**src/design/cbe_pkg.sv**
```systemverilog
// Shared types and constants for the cubic Bezier easing evaluator.
package cbe_pkg;
	localparam int unsigned IterW = 5;
	localparam int unsigned TolW  = 16;
	localparam int unsigned IdxW  = 3;

	typedef enum logic [2:0] {
		REG_CTRL1_X      = 3'd0,
		REG_CTRL1_Y      = 3'd1,
		REG_CTRL2_X      = 3'd2,
		REG_CTRL2_Y      = 3'd3,
		REG_NEWTON_ITERS = 3'd4,
		REG_TOLERANCE    = 3'd5
	} reg_idx_t;

	// one step of the sequencer; in each multiply step the multiplier result lands in a register
	typedef enum logic [4:0] {
		ST_IDLE,
		ST_SS, ST_TT, ST_ST, ST_B1, ST_B2, ST_B3,
		ST_X1, ST_X2, ST_D1, ST_D2, ST_CHK,
		ST_DIV, ST_UPD,
		ST_Y1, ST_Y2, ST_YSUM,
		ST_OUT
	} state_t;
endpackage

```
**src/design/cubic_bezier_easing_eval_unit.sv**
```systemverilog
// Cubic Bezier easing evaluator top level: Newton solve of x(t)=u, then y(t).
// Each item passes through one shared signed multiplier under a sequencer. A Newton
// step runs ten multiply states, one check state, a restoring divide over all
// 2*FRAC_BITS+8 dividend bits and one update state. The solve ends after n Newton updates
// (n <= newton_iters, capped at MAX_ITERS and at 31), or early when the error or derivative
// test stops it. Items with progress 0 or at least 1, or with newton_iters 0, skip the solve.
// The block takes one item at a time and is ready again as soon as the result is loaded;
// a result waits in the output register until taken, and the next item holds in its
// final sum state meanwhile.
module cubic_bezier_easing_eval_unit #(
	parameter int unsigned FRAC_BITS = 16,
	parameter int unsigned MAX_ITERS = 16
) (
	input  logic                         clk,
	input  logic                         arst_n,
	input  logic                         cfg_we,
	input  logic [cbe_pkg::IdxW-1:0]     cfg_index,
	input  logic [FRAC_BITS+1:0]         cfg_data,
	input  logic                         s_tvalid,
	output logic                         s_tready,
	input  logic [((FRAC_BITS+8)/8)*8-1:0] s_tdata,   // progress
	output logic                         m_tvalid,
	input  logic                         m_tready,
	output logic [((2*FRAC_BITS+10)/8)*8-1:0] m_tdata // eased_value, curve_param
);
	import cbe_pkg::*;

	localparam int unsigned XW = FRAC_BITS + 1;
	localparam int unsigned YW = FRAC_BITS + 2;
	localparam int unsigned AW = FRAC_BITS + 8;          // working signed width
	localparam int unsigned PW = 2 * AW;
	localparam int unsigned NW = 2 * FRAC_BITS + 8;      // dividend width
	localparam int unsigned DCW = $clog2(NW + 1);
	localparam int unsigned OUTW = ((2*FRAC_BITS+10)/8)*8;
	localparam int unsigned INW  = ((FRAC_BITS+8)/8)*8;
	localparam logic signed [AW-1:0] ONE = AW'(1) <<< FRAC_BITS;
	localparam logic signed [AW-1:0] YMAX = (ONE <<< 1) - AW'(1);
	localparam logic signed [AW-1:0] YMIN = -(ONE <<< 1);
	localparam logic [IterW-1:0] MAXI = IterW'(MAX_ITERS > 31 ? 31 : MAX_ITERS);

	logic [XW-1:0] c1x_q, c2x_q;
	logic [YW-1:0] c1y_q, c2y_q;
	logic [IterW-1:0] iters_q;
	logic [TolW-1:0] tol_q;

	always_ff @(posedge clk or negedge arst_n) begin
		if (!arst_n) begin
			c1x_q <= '0;
			c1y_q <= '0;
			c2x_q <= XW'(1) << FRAC_BITS;
			c2y_q <= YW'(1) << FRAC_BITS;
			iters_q <= IterW'(8);
			tol_q <= TolW'(2);
		end else if (cfg_we) begin
			case (cfg_index)
				REG_CTRL1_X:      c1x_q <= cfg_data[XW-1:0];
				REG_CTRL1_Y:      c1y_q <= cfg_data[YW-1:0];
				REG_CTRL2_X:      c2x_q <= cfg_data[XW-1:0];
				REG_CTRL2_Y:      c2y_q <= cfg_data[YW-1:0];
				REG_NEWTON_ITERS: iters_q <= cfg_data[IterW-1:0];
				REG_TOLERANCE:    tol_q <= cfg_data[TolW-1:0];
				default: ;
			endcase
		end
	end

	logic signed [AW-1:0] p1x, p2x, p1y, p2y;
	assign p1x = (c1x_q > (XW'(1) << FRAC_BITS)) ? ONE : AW'(signed'({1'b0, c1x_q}));
	assign p2x = (c2x_q > (XW'(1) << FRAC_BITS)) ? ONE : AW'(signed'({1'b0, c2x_q}));
	assign p1y = AW'(signed'(c1y_q));
	assign p2y = AW'(signed'(c2y_q));

	state_t state_q, state_d;
	logic signed [AW-1:0] u_q, t_q, ss_q, tt_q, st_q, b1_q, b2_q, b3_q, acc_q, dx_q, f_q;
	logic [IterW-1:0] cnt_q, lim_q;
	logic final_q;
	logic [NW-1:0] num_q, quo_q, rem_q, den_q;
	logic [DCW-1:0] dcnt_q;
	logic negq_q;
	logic [YW-1:0] ey_q;
	logic [XW-1:0] ct_q;
	logic mv_q;

	// shared multiplier with round-half-up floor shift
	logic signed [AW-1:0] ma, mb, mr;
	logic signed [PW-1:0] mp;
	assign mp = (PW'(ma) * PW'(mb)) + (PW'(1) <<< (FRAC_BITS - 1));
	assign mr = AW'(mp >>> FRAC_BITS);

	logic signed [AW-1:0] s_w;
	assign s_w = ONE - t_q;

	always_comb begin
		ma = '0;
		mb = '0;
		case (state_q)
			ST_SS: begin ma = s_w;  mb = s_w; end
			ST_TT: begin ma = t_q;  mb = t_q; end
			ST_ST: begin ma = s_w;  mb = t_q; end
			ST_B1: begin ma = ss_q; mb = t_q; end
			ST_B2: begin ma = s_w;  mb = tt_q; end
			ST_B3: begin ma = tt_q; mb = t_q; end
			ST_X1: begin ma = b1_q; mb = p1x; end
			ST_X2: begin ma = b2_q; mb = p2x; end
			ST_D1: begin ma = p1x;  mb = ss_q - (st_q <<< 1); end
			ST_D2: begin ma = p2x;  mb = (st_q <<< 1) - tt_q; end
			ST_Y1: begin ma = b1_q; mb = p1y; end
			ST_Y2: begin ma = b2_q; mb = p2y; end
			default: ;
		endcase
	end

	logic signed [AW-1:0] af;
	logic stop_w;
	assign af = f_q[AW-1] ? -f_q : f_q;
	assign stop_w = (af < AW'(signed'({1'b0, tol_q}))) || (dx_q == '0);

	logic [NW:0] rtry;
	assign rtry = {rem_q, num_q[NW-1]} - {1'b0, den_q};

	logic signed [AW-1:0] ysat;
	logic signed [NW:0] tn;
	logic signed [NW:0] qs;
	assign qs = negq_q ? -signed'({1'b0, quo_q}) : signed'({1'b0, quo_q});
	// full width so that a large step clamps instead of wrapping
	assign tn = (NW+1)'(t_q) - qs;
	assign ysat = (acc_q > YMAX) ? YMAX : ((acc_q < YMIN) ? YMIN : acc_q);

	assign s_tready = (state_q == ST_IDLE);

	always_comb begin
		state_d = state_q;
		case (state_q)
			ST_IDLE: if (s_tvalid && s_tready) state_d = ST_SS;
			ST_SS:   state_d = ST_TT;
			ST_TT:   state_d = final_q ? ST_B1 : ST_ST;
			ST_ST:   state_d = ST_B1;
			ST_B1:   state_d = ST_B2;
			ST_B2:   state_d = ST_B3;
			ST_B3:   state_d = final_q ? ST_Y1 : ST_X1;
			ST_X1:   state_d = ST_X2;
			ST_X2:   state_d = ST_D1;
			ST_D1:   state_d = ST_D2;
			ST_D2:   state_d = ST_CHK;
			ST_CHK:  state_d = stop_w ? ST_SS : ST_DIV;
			ST_DIV:  if (dcnt_q == DCW'(1)) state_d = ST_UPD;
			ST_UPD:  state_d = ST_SS;
			ST_Y1:   state_d = ST_Y2;
			ST_Y2:   state_d = ST_YSUM;
			// hold while the previous word still waits in the output register
			ST_YSUM: if (!mv_q || m_tready) state_d = ST_OUT;
			ST_OUT:  state_d = ST_IDLE;
			default: state_d = ST_IDLE;
		endcase
	end

	always_ff @(posedge clk or negedge arst_n) begin
		if (!arst_n) state_q <= ST_IDLE;
		else state_q <= state_d;
	end

	logic signed [AW-1:0] u_in;
	assign u_in = (s_tdata[XW-1:0] >= (XW'(1) << FRAC_BITS)) ? ONE
		: AW'(signed'({1'b0, s_tdata[XW-1:0]}));

	always_ff @(posedge clk or negedge arst_n) begin
		if (!arst_n) begin
			mv_q <= 1'b0;
			final_q <= 1'b0;
			cnt_q <= '0;
		end else begin
			if (state_q == ST_OUT) mv_q <= 1'b1;
			else if (m_tvalid && m_tready) mv_q <= 1'b0;
			case (state_q)
				ST_IDLE: if (s_tvalid && s_tready) begin
					cnt_q <= '0;
					lim_q <= (iters_q > MAXI) ? MAXI : iters_q;
					u_q <= u_in;
					t_q <= u_in;
					final_q <= (u_in == '0) || (u_in == ONE) || (iters_q == '0);
				end
				ST_SS: ss_q <= mr;
				ST_TT: tt_q <= mr;
				ST_ST: st_q <= mr;
				ST_B1: b1_q <= AW'(mr * 3);
				ST_B2: b2_q <= AW'(mr * 3);
				ST_B3: begin b3_q <= mr; acc_q <= mr; end
				ST_X1: acc_q <= acc_q + mr;
				ST_X2: begin f_q <= acc_q + mr - u_q; acc_q <= tt_q; end
				ST_D1: acc_q <= acc_q + mr;
				ST_D2: dx_q <= AW'((acc_q + mr) * 3);
				ST_CHK: begin
					if (stop_w) final_q <= 1'b1;
					else begin
						// magnitude divide: |f|<<F / |dx|
						num_q <= NW'(af) << FRAC_BITS;
						den_q <= NW'(dx_q[AW-1] ? -dx_q : dx_q);
						rem_q <= '0;
						quo_q <= '0;
						dcnt_q <= DCW'(NW);
						negq_q <= f_q[AW-1] ^ dx_q[AW-1];
					end
				end
				ST_DIV: begin
					num_q <= num_q << 1;
					dcnt_q <= dcnt_q - DCW'(1);
					if (!rtry[NW]) begin
						rem_q <= rtry[NW-1:0];
						quo_q <= {quo_q[NW-2:0], 1'b1};
					end else begin
						rem_q <= {rem_q[NW-2:0], num_q[NW-1]};
						quo_q <= {quo_q[NW-2:0], 1'b0};
					end
				end
				ST_UPD: begin
					t_q <= (tn < 0) ? '0 : ((tn > ONE) ? ONE : AW'(tn));
					cnt_q <= cnt_q + IterW'(1);
					if (cnt_q + IterW'(1) >= lim_q) final_q <= 1'b1;
				end
				ST_Y1: acc_q <= b3_q + mr;
				ST_Y2: acc_q <= acc_q + mr;
				ST_OUT: begin
					ey_q <= ysat[YW-1:0];
					ct_q <= t_q[XW-1:0];
					final_q <= 1'b0;
				end
				default: ;
			endcase
		end
	end

	assign m_tvalid = mv_q;
	assign m_tdata = OUTW'({ct_q, ey_q});
endmodule

```
**config.mk**
```make
export PLATFORM = sky130hd
export DESIGN_NAME = cubic_bezier_easing_eval_unit
export DESIGN_NICKNAME = d
export VERILOG_FILES = /design/src/design/cbe_pkg.sv /design/src/design/cubic_bezier_easing_eval_unit.sv
export SDC_FILE = /design/constraint.sdc
export NUM_CORES = 2
export LEC_CHECK = 0
export BUFFER_PORTS_ARGS = -buffer_cell sky130_fd_sc_hd__buf_2
export CAP_MARGIN = 20
export CORE_MARGIN = 10
export CORE_UTILIZATION = 45
export CTS_BUF_LIST = sky130_fd_sc_hd__clkbuf_4
export DETAILED_ROUTE_END_ITERATION = 12
export PLACE_DENSITY = 0.57
export SLEW_MARGIN = 20
export SYNTH_ARGS = -nofsm -noshare
export SYNTH_HDL_FRONTEND = slang
export SYNTH_SLANG_ARGS = --single-unit
export TNS_END_PERCENT = 50
```
**constraint.sdc**
```tcl
create_clock -name clk -period 33.2 [get_ports clk]
set_input_delay 1.66 -clock clk [delete_from_list [all_inputs] [get_ports clk]]
set_output_delay 1.66 -clock clk [all_outputs]
set_load 0.02 [all_outputs]
```
==> results.ini <==
[logic_synthesis]
yosys.cell_types.count=100
synth_area_leaders=edfxtp_1 25%, fa_1 19%, ha_1 9.5%
synth.avg_cell_area_um2=9.74
synth_area_leader_cell=edfxtp_1
synth_cells=5597
syn_area_um2=54500
ys.flop_type=edfxtp_1
synth_top_area_share_pct=24.6
synthArstFlopShare_pct=18.7
synth_edf_count=447
synth-seq-cells=550
synth_warnings=0
ys_seq_area_share_pct=29.4

[sta]
timing.final.crit_period_ns=15.50
rsz0062_at_grt=false
period_share_pct=46.7
fmax_mhz=64.5
tns_ns=0
skew_ns=0.0870
setup_viol=0
slew_headroom_pct=26.1
worst_pin_slew_ns=1.11
report.final.slew_viol_count=0
final-hold-violation-count=0

[floorplan]
start_util_pct=45.4
rows=127
core_area_um2=120000
io_pins=92
die_w_um=368
die_y_um=368
die_area_um2=135000

[clock_network]
h-tree-depth=4
clk_path_buf_depth=3
hold_buffers=0
postCtsSetupRepairBufs=0
cts_num_sinks=550
post_cts_resized=0
cts_root_buffer=clkbuf_4
path_clk_slew_ns=0.07
clock_latency_ns=1.07
cts_buffers=160
cts_tree=yes

[setup_path]
r2r_cells=54
r2r-start=state_q[3]$_DFFE_PN0P_
r2r_slack_ns=17.70
end_kind=flop
path_max_fanout=24
crit_path_start_kind=flop
crit_path_frequent_cell=inv_1
critical-path-max-stage-delay_ns=0.87
crit_slowest_cell=nor2_2
cp_data_arrival_time_ns=16.26
crit_path_start=state_q[3]$_DFFE_PN0P_
setup.worst_path.class=reg -> reg
endpoint=dx_q[23]$_DFFE_PP_
crit_required_ns=33.96
r2r-end=dx_q[23]$_DFFE_PP_

[outcome]
run_status=finished clean

[min_path]
worstHoldPathType=in -> async

[grt]
grt_max_degree=56
grt_overflow=0
antenna_found_initial=10
grtUsageTotal_pct=23.1
grt_first_pass_wirelength_um=245000
first_global_vias=42500

[finish]
layout_commonest_cell=inv_1
drive_above_1_share_pct=11.2
final_nets=6773
layout_common_cells=811 x inv_1, 653 x nand2_1, 525 x fa_1
final_cells=7535
area_delta_synth_final_pct=9.29

[job]
maxCapViolCount=0

[routing]
viasPerCell=5.58
vias=42100
drc_errors=0
drt_iter0_drc=2919
dr.pass1.iters=6
wl_per_cell_um=21.0
wl_um=158000
drtAntennaViolNets=0

[place]
port_buffers=79
gp_congestion=0.929
place_inst=7232
place_hpwl_um=121000

## cell families (layout without fill, tap and decap cells)
| group | count (synthesis) | count (layout) | synth area share, % |
|---|---|---|---|
| flops | 550 | 550 | 29.4 |
| simple gates | 1586 | 1586 | 13.5 |
| buf+inv | 1023 | 1317 | 7.11 |
| fa+ha+maj | 941 | 941 | 28.8 |
| other cells | 1 | 33 | 0.00688 |
| mux | 162 | 162 | 3.20 |
| xor+xnor | 348 | 348 | 5.73 |
| compound gates | 986 | 986 | 12.3 |
## state kept, by name, indices dropped and copies added (netlist names), 23 cells and up
register  cells
den_q        40
tt_q         24
quo_q        40
ss_q         24
f_q          24
b2_q         24
b1_q         24
b3_q         24
acc_q        24
num_q        24
t_q          24
st_q         23
rem_q        40
dx_q         24
## how the worst min path moves through the flow
stage | depth (start not counted) | end | slack, ns | start
floorplan | 0 | ct_q[3]$_DFFE_PP_ | 0.45 | t_q[3]$_DFFE_PP_
global placement | 1 | c2y_q[14]$_DFFE_PN0P_ | 0.49 | c2y_q[14]$_DFFE_PN0P_
detailed placement | 1 | c1y_q[0]$_DFFE_PN0P_ | 0.49 | c1y_q[0]$_DFFE_PN0P_
CTS | 1 | cnt_q[3]$_DFFE_PN0P_ | 0.33 | arst_n
global route | 1 | cnt_q[3]$_DFFE_PN0P_ | 0.38 | arst_n
finish | 1 | cnt_q[3]$_DFFE_PN0P_ | 0.45 | arst_n
## synthesized netlist by cell type (11+ instances only)
cell type and count:
or2_2 26, xor2_1 127, inv_1 811, nor2b_1 64
o21ai_0 195, a211oi_1 17, fa_1 525, nor3_1 71
nor4_1 26, a31oi_1 23, a221oi_1 28, a21oi_1 225
nor3b_1 11, o22ai_1 11, nor2_1 345, and3_1 67
or3_1 30, a221o_1 33, o211ai_1 19, o41ai_1 18
a222oi_1 16, a22oi_1 40, o31ai_1 35, mux2_2 98
or4_1 17, nand2b_1 46, o21bai_1 33, ha_1 416
nand2_1 654, and2_1 83, mux2i_1 64, a211o_1 12
clkbuf_1 189, edfxtp_1 447, a21boi_0 14, a21o_1 92
o21a_1 52, nand3_1 88, xnor2_1 215, nand4_1 21
o2bb2ai_1 15, dfrtp_1 99
## metal layers
layer  up-vias  part of all wire [%]  global-route usage, %  wire (um)
met5         -                     0                      0          0
met4         0                   3.8                   9.01       5950
met3       315                   6.7                   3.97      10500
met2      1373                    47                   38.2      74200
met1     20900                    43                   30.0      67200
li1      19500                     -                      -          -
## worst max-delay path, delay by kind of cell, from the launching register on
kind,cells,cell delay (ns)
buffers and inverters,10,1.67
and+or+nand+nor,12,2.99
AOI/OAI and AO/OA,18,3.65
DFF,1,0.82
adders and majority gates,11,4.54
xor gates and xnor gates,3,1.45
## cell type report
type	instances	area, um2
diodes	5	12.5
well taps	1612	2020
flip-flops and latches	550	16000
repair buffers	208	1370
multi-input cells	4051	35000
fillers	11500	60500
clock buffers	241	1810
inverters	811	3040
clock inverters	57	379
## per-stage QoR
stage	utilization [%]	setup slack, ns	cell area, um2	hold WS (ns)
floorplan	-	20.65	54600	0.455
global placement	47.8	17.93	57400	0.487
detailed placement	47.8	17.84	57400	0.492
CTS	49.6	17.77	59600	0.329
global route	49.6	16.96	59600	0.385
finish	49.6	17.70	59600	0.447
Power is left out: the tool's default activity adds up to more than one toggle a clock period on the data nets, which glitch-free logic cannot reach.
